## config.mk

```make
export PLATFORM = sky130hd
export DESIGN_NAME = bpc_corr
export DESIGN_NICKNAME = d
export VERILOG_FILES = /design/src/design/bpc_pkg.sv /design/src/design/bpc_corr.sv
export SDC_FILE = /design/constraint.sdc
export NUM_CORES = 2
export LEC_CHECK = 0
export BUFFER_PORTS_ARGS = -buffer_cell sky130_fd_sc_hd__buf_2
export CORE_MARGIN = 5
export CORE_UTILIZATION = 45
export CTS_CLUSTER_SIZE = 12
export DETAILED_ROUTE_END_ITERATION = 10
export GPL_TIMING_DRIVEN = 0
export MAX_ROUTING_LAYER = met4
export PLACE_DENSITY = 0.58
export SLEW_MARGIN = 25
export SYNTH_ARGS = -nofsm -noshare
export SYNTH_HDL_FRONTEND = slang
export SYNTH_SLANG_ARGS = --single-unit
```

## constraint.sdc

```tcl
create_clock -name clk -period 7.1 [get_ports clk]
set_clock_uncertainty 0.15 [all_clocks]
set_input_delay 0 -clock clk [delete_from_list [all_inputs] [get_ports clk]]
set_output_delay 0 -clock clk [all_outputs]
set_load 0.01 [all_outputs]
```

## src/design/bpc_pkg.sv

```systemverilog
// ----------------------------------------------------------------------------
// bpc_pkg
// shared types, constants and helpers of the pressure compensation pipeline
// ----------------------------------------------------------------------------
`default_nettype none

package bpc_pkg;

    localparam int DIV_W     = 32;
    localparam int DIV_STEPS = DIV_W;

    localparam logic [31:0] T_OFFSET   = 32'd4000;
    localparam logic [31:0] B4_OFFSET  = 32'd32768;
    localparam logic [31:0] B7_SCALE   = 32'd50000;
    localparam logic [31:0] K_SQ       = 32'd3038;
    localparam logic [31:0] K_LIN      = 32'hFFFF_E343; // -7357
    localparam logic [31:0] K_OFFSET   = 32'd3791;

    typedef enum logic [1:0] {
        REG_CAL_A = 2'd0,
        REG_CAL_B = 2'd1,
        REG_CAL_C = 2'd2,
        REG_OSS   = 2'd3
    } cfg_reg_t;

    typedef struct packed {
        logic valid;
        logic err;
    } bpc_ctl_t;

    function automatic logic [31:0] sx16(input logic [15:0] v);
        return {{16{v[15]}}, v};
    endfunction

    function automatic logic [31:0] asr(input logic [31:0] x, input logic [4:0] s);
        return 32'($signed(x) >>> s);
    endfunction

endpackage

`default_nettype wire

```

## src/design/bpc_corr.sv

```systemverilog
// ----------------------------------------------------------------------------
// bpc_corr
// second-order pressure correction, three register stages
// ----------------------------------------------------------------------------
`default_nettype none

module bpc_corr (
    input  wire logic              clk,
    input  wire logic              rst_n,
    input  wire logic              en,
    input  wire bpc_pkg::bpc_ctl_t in_ctl,
    input  wire logic [31:0]       p,
    output bpc_pkg::bpc_ctl_t      out_ctl,
    output logic [31:0]            pressure
);

    bpc_pkg::bpc_ctl_t ctl1_reg, ctl2_reg, ctl3_reg;
    logic [31:0] p1_reg, sq_reg, lin1_reg;
    logic [31:0] p2_reg, m2_reg, lin2_reg;
    logic [31:0] out_reg;

    logic [31:0] x1_next;
    logic [31:0] out_next;

    assign x1_next  = bpc_pkg::asr(p, 5'd8);
    assign out_next = p2_reg + bpc_pkg::asr(bpc_pkg::asr(m2_reg, 5'd16)
                      + bpc_pkg::asr(lin2_reg, 5'd16) + bpc_pkg::K_OFFSET, 5'd4);

    always_ff @(posedge clk or negedge rst_n)
    begin
        if (!rst_n)
        begin
            ctl1_reg <= '0;
            ctl2_reg <= '0;
            ctl3_reg <= '0;
        end
        else if (en)
        begin
            ctl1_reg <= in_ctl;
            ctl2_reg <= ctl1_reg;
            ctl3_reg <= ctl2_reg;
        end
    end

    always_ff @(posedge clk)
    begin
        if (en)
        begin
            p1_reg   <= p;
            sq_reg   <= x1_next * x1_next;
            lin1_reg <= bpc_pkg::K_LIN * p;
            p2_reg   <= p1_reg;
            m2_reg   <= sq_reg * bpc_pkg::K_SQ;
            lin2_reg <= lin1_reg;
            // a zero divisor anywhere forces the word to zero
            out_reg  <= ctl2_reg.err ? '0 : out_next;
        end
    end

    assign out_ctl  = ctl3_reg;
    assign pressure = out_reg;

endmodule

`default_nettype wire

```

== Word-level counts from Yosys, hierarchy flattened ==
Index checks and enable logic that the tools add are counted.
W data, S select, Z words.

* Bits in registers: 229
* Bits of input ports: 37
* Output and inout bits: 34
* Logic and storage cells: 19

* Add/subtract/negate cells: 3
* Multipliers: 3

{| class="wikitable"
|+ Operators by type and width
! operator !! count
|-
| $add A32 B32 Y32 || 1
|-
| $mul A14 B32 Y32 const A || 1
|-
| $mul A24 B24 Y32 || 1
|-
| $mul A32 B11 Y31 const B || 1
|-
| $add A17 B13 Y18 const B || 1
|-
| $add A16 B16 Y17 || 1
|}

== Depth between registers and ports, before layout ==
* Word-level depth: 3
* Gate-level depth with buffers: 28
* Mapped depth without buffers: 27

== Least setup slack after synthesis ==
No wires, ideal clock.

* Path type: in2reg
* Start: in p[11]
* End: reg sq_reg[29] (data pin)
* Library setup time: 262 ps
* Arrival time: 6,173 ps
* Data required time: 6,688 ps
* Slack: 514 ps
* Stages: 25
* Path buffers: 1
* Cells stage by stage: clkbuf_1 clkinv_1 nor2_1 fa_1 fa_1 inv_1 fa_1 inv_1 ha_1 inv_1 fa_1 inv_1 fa_1 inv_1 fa_1 inv_1 ha_1 or4_4 a211oi_2 o31ai_1 a21o_1 a221o_1 a221oi_2 a21oi_1 xor2_1

* Cells in the longest elaborated chain, start to end: 1

{| class="wikitable"
|+ Ends and longest elaborated chain
! item !! RTL line !! text
|-
| start: declaration || bpc_corr.sv:12 || <nowiki>input wire logic [31:0] p,</nowiki>
|-
| $mul A24 B24 Y32 || bpc_corr.sv:50 || <nowiki>sq_reg <= x1_next * x1_next;</nowiki>
|-
| end signal: assignment || bpc_corr.sv:50 ||
|-
| end: declaration || bpc_corr.sv:18 || <nowiki>logic [31:0] p1_reg, sq_reg, lin1_reg;</nowiki>
|}

No other way between the ends.
A chain may end at the register's enable or synchronous reset.

== Final worst setup path ==
* Start: in p[22]
* End: reg sq_reg[29] (data pin)

Same word-level chain as after synthesis.

==> results.json <==
{
  "period_needed_ns": 6.86,
  "numPlacedInstances": 3791,
  "start_util": 0.455,
  "grt_pass1_vias": 21200,
  "post-route-util": 0.493,
  "rsz0062_at_grt": "no",
  "grt_max_degree": 96,
  "cts_tree": "yes",
  "final_antenna_net_count": 0,
  "synth_edf_count": 173,
  "post-route-period-util": 0.966,
  "worst_pin_slew_ns": 0.871,
  "clk_pin_slew_ns": 0.07,
  "setup_violations": 0,
  "max-cap-violations": 0,
  "num_io_pins": 71,
  "final_common_cell": "inv_1",
  "start_kind": "primary input",
  "drc": 0,
  "worstPathArrival_ns": 6.91,
  "run_status": "finished, final reports clean",
  "dpl.hpwl_mm": 57.4,
  "grt_pass1_wl_mm": 111,
  "die_h_um": 268,
  "totalWireLength_mm": 67.2,
  "htreeDepth": 4,
  "end_kind": "register",
  "synth.avg_cell_area_um2": 10.5,
  "synth_top_area_cell": "fa_1",
  "required_ns": 7.15,
  "syn-cell-area_mm2": 0.0299,
  "yosys-top-cells-area": "fa_1, edfxtp_1, ha_1, inv_1, xnor2_1",
  "ys.flop_type": "edfxtp_1",
  "dr_total_vias": 19100,
  "io_buffers": 70,
  "grt.overflow.total": 0,
  "slew_viol_final": 0,
  "area.sequential_mm2": 0.00535,
  "syn_to_final_growth_pct": 8.46,
  "antenna_found_initial": 1,
  "hold_path_class": "in2reg",
  "drt_first_pass_iters": 5,
  "root_buffer": "clkbuf_16",
  "clk_latency_ns": 0.46,
  "rows": 94,
  "netlist_instances": 2854,
  "diodes": 0,
  "slew_headroom": 0.419,
  "synth_cell_type_count": 64,
  "fillCellCount": 6113,
  "hold_violations": 0,
  "fin_nets": 3991,
  "crit_fanout": 10,
  "timing.hold.ws_ns": 0.0658,
  "avgViaCountPerCell": 4.96,
  "multi_input_area_mm2": 0.0212,
  "fp.dieW_um": 268,
  "core_area_mm2": 0.0659,
  "cts_buffer_depth": 2,
  "globalplace.congestion": 0.903,
  "synth-seq-cells": 179,
  "r2r_slack_ns": 0.85,
  "cpMostUsedCell": "fa_1",
  "ys_async_sr_fraction": 0.0335,
  "instances_no_fill": 3860,
  "drive_gt1_frac": 0.0544,
  "fmaxAchievable_mhz": 146,
  "wl_per_cell_um": 17.4,
  "grtUsageTotal": 0.204,
  "dieArea_mm2": 0.0718,
  "worstSetupPathType": "in2reg",
  "max_stage_delay_ns": 0.54,
  "synth_top_area_frac": 0.374,
  "path_cells": "dlygate4sd3_1 > buf_2 > clkbuf_4 > and2_1 > fa_1 > fa_1 > inv_1 > fa_1 > fa_1 > fa_1 > inv_1 > fa_1 > inv_1 > fa_1 > inv_1 > ha_1 > a21o_1 > a21oi_1 > nor2b_1 > a21o_1 > a221o_1 > a221oi_2 > a21oi_1 > xor2_1",
  "final_cell_mix": "inv_1, fa_1, ha_1, edfxtp_1, nand2_1",
  "yosysWarnings": 0,
  "seq_area_frac_synth": 0.178,
  "cts_sinks": 179,
  "slowest_stage": "fa_1",
  "drt-initial-drc-count": 1081,
  "cts_buffers": 17
}
==> path summary, 6_finish.rpt <==
| kind | startpoint | endpoint | cells after the start |
|---|---|---|---|
| setup / recovery | p[22] | sq_reg[29] | 24 |
| hold reg to reg | p1_reg[21] | p2_reg[21] | 0 |
| setup reg to reg | sq_reg[5] | m2_reg[31] | 19 |
| min in group asynchronous | rst_n | ctl1_reg[1] | 3 |
| max in group asynchronous | rst_n | out_ctl[1] | 3 |
| hold / removal | p[9] | sq_reg[2] | 2 |
==> layer usage <==
| layer | vias up | part of all wire | GRT usage |
|---|---|---|---|
| li1 | 8955 | - | - |
| met1 | 9770 | 0.43 | 0.268 |
| met2 | 360 | 0.49 | 0.337 |
| met3 | 61 | 0.055 | 0.0362 |
| met4 | 0 | 0.018 | 0.0424 |
| met5 | - | 0 | - |
==> logic make-up (layout without fill, tap and decap cells) <==
| family | Yosys count | count (layout) | share of synthesized area |
|---|---|---|---|
| AO/OA/AOI/OAI | 234 | 234 | 0.0517 |
| XOR/XNOR | 149 | 149 | 0.0436 |
| adder cells (fa/ha/maj) | 971 | 971 | 0.546 |
| buffers and inverters | 900 | 1040 | 0.113 |
| flip-flops | 179 | 179 | 0.178 |
| multiplexers | 9 | 9 | 0.00334 |
| other | 1 | 3 | 0.000125 |
| AND/OR/NAND/NOR | 411 | 411 | 0.0638 |
==> through the flow <==
stage,setup TNS [ns],setup slack (ns),instance area [um2]
after floorplan,0,0.514,30000
after CTS,0,0.0181,32400
after global routing,0,0.00269,32500
after global placement,-7.65,-0.899,31400
final,0,0.243,32500
after detailed placement,-8.43,-0.967,31400
==> cells in the mapped netlist (13+ instances only) <==
cell	count
a21o_1	43
a21oi_1	69
and2_1	58
clkbuf_1	38
edfxtp_1	173
fa_1	560
ha_1	411
inv_1	856
nand2_1	145
nand3_1	13
nor2_1	115
nor2b_1	17
nor3_1	19
o21ai_0	32
o21bai_1	14
xnor2_1	106
xor2_1	43
==> worst max-delay path, delay by kind of cell <==
family | cells | cell delay (ns)
fa+ha+maj | 8 | 3.75
compound gates | 6 | 1.37
buf+inv | 7 | 1.29
simple gates | 2 | 0.29
xor+xnor | 1 | 0.18
==> area by class of cell <==
| class | instances | share of cell area |
|---|---|---|
| sequential | 179 | 0.165 |
| clock inverter | 15 | 0.00435 |
| multi-input combinational | 1777 | 0.654 |
| inverter | 861 | 0.100 |
| buffer | 28 | 0.00447 |
| clock buffer | 17 | 0.0131 |
| tap | 864 | 0.0333 |
| timing repair buffer | 119 | 0.0262 |
==> repair_timing <==
item                                    4_1_cts  5_1_grt
pin swaps                                     0        0
gates resized for setup                      13       41
hold buffers                                 36        1
endpoints found under the hold margin       118        1
buffers inserted                              0       11
endpoints found under the setup margin        9       10
Power is left out: the tool's default activity adds up to more than one toggle a clock period on the data nets, which glitch-free logic cannot reach.
