## src/design/bpc_pkg.sv

```systemverilog
// ----------------------------------------------------------------------------
// bpc_pkg
// shared types, constants and helpers of the pressure compensation pipeline
// ----------------------------------------------------------------------------
`default_nettype none

package bpc_pkg;

    localparam int DIV_W     = 32;
    localparam int DIV_STEPS = DIV_W;

    localparam logic [31:0] T_OFFSET   = 32'd4000;
    localparam logic [31:0] B4_OFFSET  = 32'd32768;
    localparam logic [31:0] B7_SCALE   = 32'd50000;
    localparam logic [31:0] K_SQ       = 32'd3038;
    localparam logic [31:0] K_LIN      = 32'hFFFF_E343; // -7357
    localparam logic [31:0] K_OFFSET   = 32'd3791;

    typedef enum logic [1:0] {
        REG_CAL_A = 2'd0,
        REG_CAL_B = 2'd1,
        REG_CAL_C = 2'd2,
        REG_OSS   = 2'd3
    } cfg_reg_t;

    typedef struct packed {
        logic valid;
        logic err;
    } bpc_ctl_t;

    function automatic logic [31:0] sx16(input logic [15:0] v);
        return {{16{v[15]}}, v};
    endfunction

    function automatic logic [31:0] asr(input logic [31:0] x, input logic [4:0] s);
        return 32'($signed(x) >>> s);
    endfunction

endpackage

`default_nettype wire

```

## src/design/bpc_div.sv

```systemverilog
// ----------------------------------------------------------------------------
// bpc_div
// unsigned restoring divider, one quotient bit per pipeline stage
// ----------------------------------------------------------------------------
`default_nettype none

module bpc_div (
    input  wire logic                     clk,
    input  wire logic                     en,
    input  wire logic [bpc_pkg::DIV_W-1:0] dividend,
    input  wire logic [bpc_pkg::DIV_W-1:0] divisor,
    output logic      [bpc_pkg::DIV_W-1:0] quotient
);

    logic [bpc_pkg::DIV_W-1:0] rem_reg [bpc_pkg::DIV_STEPS];
    logic [bpc_pkg::DIV_W-1:0] qd_reg  [bpc_pkg::DIV_STEPS];
    logic [bpc_pkg::DIV_W-1:0] dvs_reg [bpc_pkg::DIV_STEPS];

    for (genvar s = 0; s < bpc_pkg::DIV_STEPS; s++) begin : g_step
        logic [bpc_pkg::DIV_W-1:0] rem_in;
        logic [bpc_pkg::DIV_W-1:0] qd_in;
        logic [bpc_pkg::DIV_W-1:0] dvs_in;
        logic [bpc_pkg::DIV_W:0]   trial;
        logic                      ge;
        logic [bpc_pkg::DIV_W-1:0] rem_next;

        if (s == 0)
        begin : g_first
            assign rem_in = '0;
            assign qd_in  = dividend;
            assign dvs_in = divisor;
        end
        else
        begin : g_rest
            assign rem_in = rem_reg[s-1];
            assign qd_in  = qd_reg[s-1];
            assign dvs_in = dvs_reg[s-1];
        end

        // dividend bits shift out the top as quotient bits shift in
        assign trial    = {rem_in, qd_in[bpc_pkg::DIV_W-1]};
        assign ge       = trial >= {1'b0, dvs_in};
        assign rem_next = ge ? bpc_pkg::DIV_W'(trial - {1'b0, dvs_in})
                             : trial[bpc_pkg::DIV_W-1:0];

        always_ff @(posedge clk)
        begin
            if (en)
            begin
                rem_reg[s] <= rem_next;
                qd_reg[s]  <= {qd_in[bpc_pkg::DIV_W-2:0], ge};
                dvs_reg[s] <= dvs_in;
            end
        end
    end

    assign quotient = qd_reg[bpc_pkg::DIV_STEPS-1];

endmodule

`default_nettype wire

```

## config.mk

```make
export PLATFORM = sky130hd
export DESIGN_NAME = bpc_div
export DESIGN_NICKNAME = d
export VERILOG_FILES = /design/src/design/bpc_pkg.sv /design/src/design/bpc_div.sv
export SDC_FILE = /design/constraint.sdc
export NUM_CORES = 2
export LEC_CHECK = 0
export BUFFER_PORTS_ARGS = -buffer_cell sky130_fd_sc_hd__buf_2
export CAP_MARGIN = 20
export CELL_PAD_IN_SITES_DETAIL_PLACEMENT = 1
export CELL_PAD_IN_SITES_GLOBAL_PLACEMENT = 2
export CORE_MARGIN = 5
export CORE_UTILIZATION = 45
export DETAILED_ROUTE_END_ITERATION = 16
export PLACE_DENSITY_LB_ADDON = 0.1
export SKIP_CTS_REPAIR_TIMING = 1
export SLEW_MARGIN = 5
export SYNTH_ARGS = -nofsm -noshare
export SYNTH_HDL_FRONTEND = slang
export SYNTH_SLANG_ARGS = --single-unit
```

## constraint.sdc

```tcl
create_clock -name clk -period 4.7 [get_ports clk]
set_input_delay 0.235 -clock clk [delete_from_list [all_inputs] [get_ports clk]]
set_output_delay 0.235 -clock clk [all_outputs]
set_load 0.05 [all_outputs]
```

# [Word level (Yosys, flattened, before mapping)]
# Memory sizes are Yosys's and may differ from the RTL's.
# Cells that the tools add are included.
[op_classes] order_cmp=32 n_addsub=32 muxes=34
[ops] operator="two-way mux 32 bit" count=32
[ops] operator=">= comparator 33 x 32 -> 1 bit" count=31
[ops] operator="subtractor 32 bit" count=31
[ops] operator=">= comparator 1 x 32 -> 1 bit" count=1
[ops] operator="subtractor 1 x 32 -> 32 bit" count=1
[ops] operator="two-way mux 1 bit" count=2
[word_totals] mem_count=3 output_inout_bits=32 register_bits=0 word_cells=101 in_bits=66 mem_bits_rw=3072
[mem_list] memory="dvs_reg" depth=32 width=32 rd=31 rd_ports_with_merged_regs=0 write_ports=32 line="bpc_div.sv:17" rtl="logic [bpc_pkg::DIV_W-1:0] dvs_reg [bpc_pkg::DIV_STEPS];"
[mem_list] memory="qd_reg" depth=32 width=32 rd=32 rd_ports_with_merged_regs=0 write_ports=32 line="bpc_div.sv:16" rtl="logic [bpc_pkg::DIV_W-1:0] qd_reg [bpc_pkg::DIV_STEPS];"
[mem_list] memory="rem_reg" depth=32 width=32 rd=31 rd_ports_with_merged_regs=0 write_ports=32 line="bpc_div.sv:15" rtl="logic [bpc_pkg::DIV_W-1:0] rem_reg [bpc_pkg::DIV_STEPS];"

# [Longest topological paths before layout]
# An unclocked memory read counts as a cell.
[logic_depth] ltp_word=3 ltp_mapped=16 ltp_nobuf=14

# [Worst setup path after synthesis]
# No wires, ideal clock.
[synth_timing] path_kind="register -> register" start="memory dvs_reg[9][1] (netlist name)" end="memory rem_reg[10][27] (netlist name) (data pin)" t_arrival_ps=3313 setup_time_ps=260 path_buffers=1 period_less_slack_ps=3572 setup_slack_ps=1128 stages_incl_launch_ff=15 required_ps=4440 cell_sequence="edfxtp_1 inv_1 ha_1 nor2b_1 o31a_1 o31a_1 o211ai_1 a211oi_1 o31ai_1 a31oi_1 a211oi_2 o21ai_1 a211oi_2 buf_4 mux2_2"
[synth_lines] element="start, declared" line="bpc_div.sv:17"
[synth_lines] element="end, declared" line="bpc_div.sv:15"

==> metrics.md <==
| Metric | Value |
|---|---|
| Met2 Usage GRT | slightly below 40% |
| Clock latency on the worst-skew pair | 930 ps |
| Worst R2R Setup Slack | a little over 200 ps |
| FF+latch count, synth | 3,008 |
| Clk pwr share | between 20% and 30% |
| Final setup vio count | 0 |
| CP arrival | 5110 ps |
| Setup TNS | 0 ps |
| Critical path data required time | between 5000 and 6000 ps |
| Power Dens Cells | slightly above 700 mW/mm2 |
| Top-count cell post-synth | edfxtp_1 |
| Minimum clock period after layout | approximately 4500 ps |
| Met3 Track Usage GR | about 2.6% |
| Die height | approximately 590 um |
| Top cell type's share of synthesized area | ~59% |
| Pint | about 77 mW |
| Placed cell area | approximately 0.16 mm2 |
| Top_reg_cell synth | edfxtp_1 |
| Fin nets | 13,920 |
| WHS Path Cells | 2 |
| Startpoint Class | register |
| Root buf cell | clkbuf_16 |
| Layout cells sized above 1 | 10.27% |
| DP Wirelength | slightly above 300 mm |
| Total grt overflow | 0 |
| Fill cells | 34,650 |
| Nature of the critical path endpoint | register |
| Gate Count Post-Synth | roughly 12,000 |
| Floorplan row count | approximately 210 |
| Core ar. | 0.3403 mm2 |
| Hold Violations, Final | 0 |
| VDD IR-drop max | 0.3510 mV |
| Final Max Tran Viols | 0 |
| Max reg flops | 1,024 |
| Synth-to-Final Area Change | 12.18% |
| TritonCTS Buffers | about 340 |
| Commonest cells in the netlist | 3,008 x edfxtp_1, 1,242 x inv_1, 994 x ha_1 |
| Placed Cells | between 15,000 and 20,000 |
| Fin area | roughly 0.17 mm2 |
| Leakage | 69.12 nW |
| H-tree levels | 5 |
| Met1 Use GR | 29.82% |
| Reg clk slew, reported paths | 60 ps |
| Post-Layout Cell Count | approximately 18,000 |
| Die footprint | between 0.3 and 0.4 mm2 |
| Iter 0 DRT Violations | roughly 6,300 |
| CP Max Fanout | 52 |
| Largest net degree at the start of global routing | 182 |
| CTS Sinks | 3,008 |
| Overall routed net length | 408.1 mm |
| Area leader, netlist | edfxtp_1 |
| Largest cells by area after synthesis | edfxtp_1 59%, ha_1 8.1%, mux2_2 3.7%, inv_1 3.0%, a21oi_1 2.9% |
| CTS tree | yes |
| Overall global routing resource usage | between 20% and 30% |
| Clock Skews | between 40 and 50 ps |
| Rel. slew slack | between 20% and 30% |
| Initial antenna violation count | 12 |
| First-pass GRT wire length | 619.3 mm |
| Drt first pass iters | 6 |
| Post-Syn Area | between 0.15 and 0.2 mm2 |
| Netlist cell types | 87 |
| Final RePlAce weighted congestion | a little under 0.9 |
| Async S/R FF share, synth | 0% |
| Syn Area/Cell | 12.37 um2 |
| Die Span X | 595.0 um |
| Worst r2r path cells | 12 |
| Outcome | completed |
| Part of the power in registers | 35.3% |
| Clock buffer depth | 4 |
| ANT nets after route | 0 |
| Unrepaired setup endpoints after global routing | false |
| Final period utilization | ~96% |
| Max Fclk | between 0.2 and 0.25 GHz |
| Net Sw Frac | 37.03% |
| Max Cap Viol | 0 |
| Sw Pwr | 45.05 mW |
| Syn_nets | roughly 14,000 |
| DRC | 0 |
| Crit Path Class | reg2reg |
| Combinational share of power | 43.0% |
| Boundary pin count | 98 |
| YS warnings | 0 |
| Worst-margin pin slew | approximately 1100 ps |
| Number of synthesized flops with an enable pin | roughly 3,000 |
| Via count | just under 100k |
| Number of vias per cell | 5.506 |
| Vias in the first global route | 100,700 |
| Routed len/inst | about 23 um |
| HP Class | in2reg |
| GRT busiest layer | met2 |
| IO buf count | 97 |
| Starting density of the core | 45.25% |
| Register area share after synthesis | roughly 59% |
## power groups by stage
stage	registers (mW)	clock network [mW]	logic, mW
after detailed placement	43.6	0	51.8
after global placement	43.7	0	50.8
final	42.9	26.5	52.3
after floorplan	40.7	0	38.0
after CTS	43.2	27.4	52.3
after global routing	43.4	28.7	57.7
## layout make-up
type | count | area (um2) | area share [%]
clock inverter | 209 | 2303 | 1.333
antenna | 5 | 12.51 | 0.007243
tap | 4536 | 5675 | 3.285
inverter | 1242 | 4662 | 2.699
clock buffer | 401 | 8758 | 5.070
timing repair buffer | 337 | 2975 | 1.722
sequential | 3008 | 90330 | 52.29
multi-input combinational | 7905 | 58040 | 33.60
## logic make-up (layout without fill, tap and decap cells)
family	Yosys count	count (layout)	share of synthesized area (%)
and+or+nand+nor	2381	2381	7.389
xor gates and xnor gates	814	814	4.630
other	0	5	0
AOI/OAI and AO/OA	3071	3071	12.57
buffers and inverters	1535	2189	3.829
adders and majority gates	1024	1024	8.467
muxes	615	615	4.452
DFF	3008	3008	58.66
## layer usage
layer / vias to the layer above / routed length [um]
met5: - / 0
met2: 1368 / 203900
li1: 46730 / -
met4: 0 / 9742
met1: 48570 / 181200
met3: 483 / 13390
## placed cells by master (no fill, tap or decap), types with 50 or more instances in the layout
master         count
a21oi_1          876
mux2_1            50
and3_1            90
o21bai_1          97
a31oi_1           92
o21a_1           119
and2_1            50
nand2b_1         148
mux2_2           509
nand3_1          188
o21ai_0          749
a21boi_0          55
nor3_1           122
xor2_1           333
mux2i_1           56
xnor2_1          481
clkbuf_1          60
o31ai_1           69
clkbuf_16        341
inv_1           1242
buf_4            119
nor2_1           563
dlygate4sd3_1     84
clkinv_1          69
buf_2             96
nand4_1          167
a211oi_1          75
nor2b_1          144
nand2_1          741
ha_1             994
edfxtp_1        3008
a21o_1           541
## per-stage QoR
| step | utilization [%] | power (mW) | setup slack [ps] | hold WS (ps) |
|---|---|---|---|---|
| after floorplan | - | 78.72 | 1128 | 333.9 |
| after global placement | 47.26 | 94.48 | 288.1 | 400.6 |
| after detailed placement | 47.26 | 95.46 | 198.2 | 405.1 |
| after CTS | 50.51 | 122.9 | 198.8 | -623.4 |
| after global routing | 50.76 | 129.7 | 67.70 | -17.23 |
| final | 50.76 | 121.7 | 206.1 | 29.01 |
## worst max-delay path, stage by stage, from the launching register on
cell	delay [ps]
edfxtp_1	560
inv_1	90
ha_1	300
nor2b_1	150
o31a_1	280
o211a_1	250
o21ai_0	360
o21ai_1	270
a311o_1	450
a21oi_1	520
o21ai_4	130
buf_12	200
a21oi_1	600
## worst paths after layout
path	startpoint	end
max	dvs_reg[15][1]	rem_reg[16][0]
min	dividend[23]	qd_reg[0][24]
max reg2reg	dvs_reg[15][1]	rem_reg[16][0]
min reg2reg	qd_reg[13][8]	qd_reg[14][9]
Note: power is estimated with default switching activity, not from simulation.
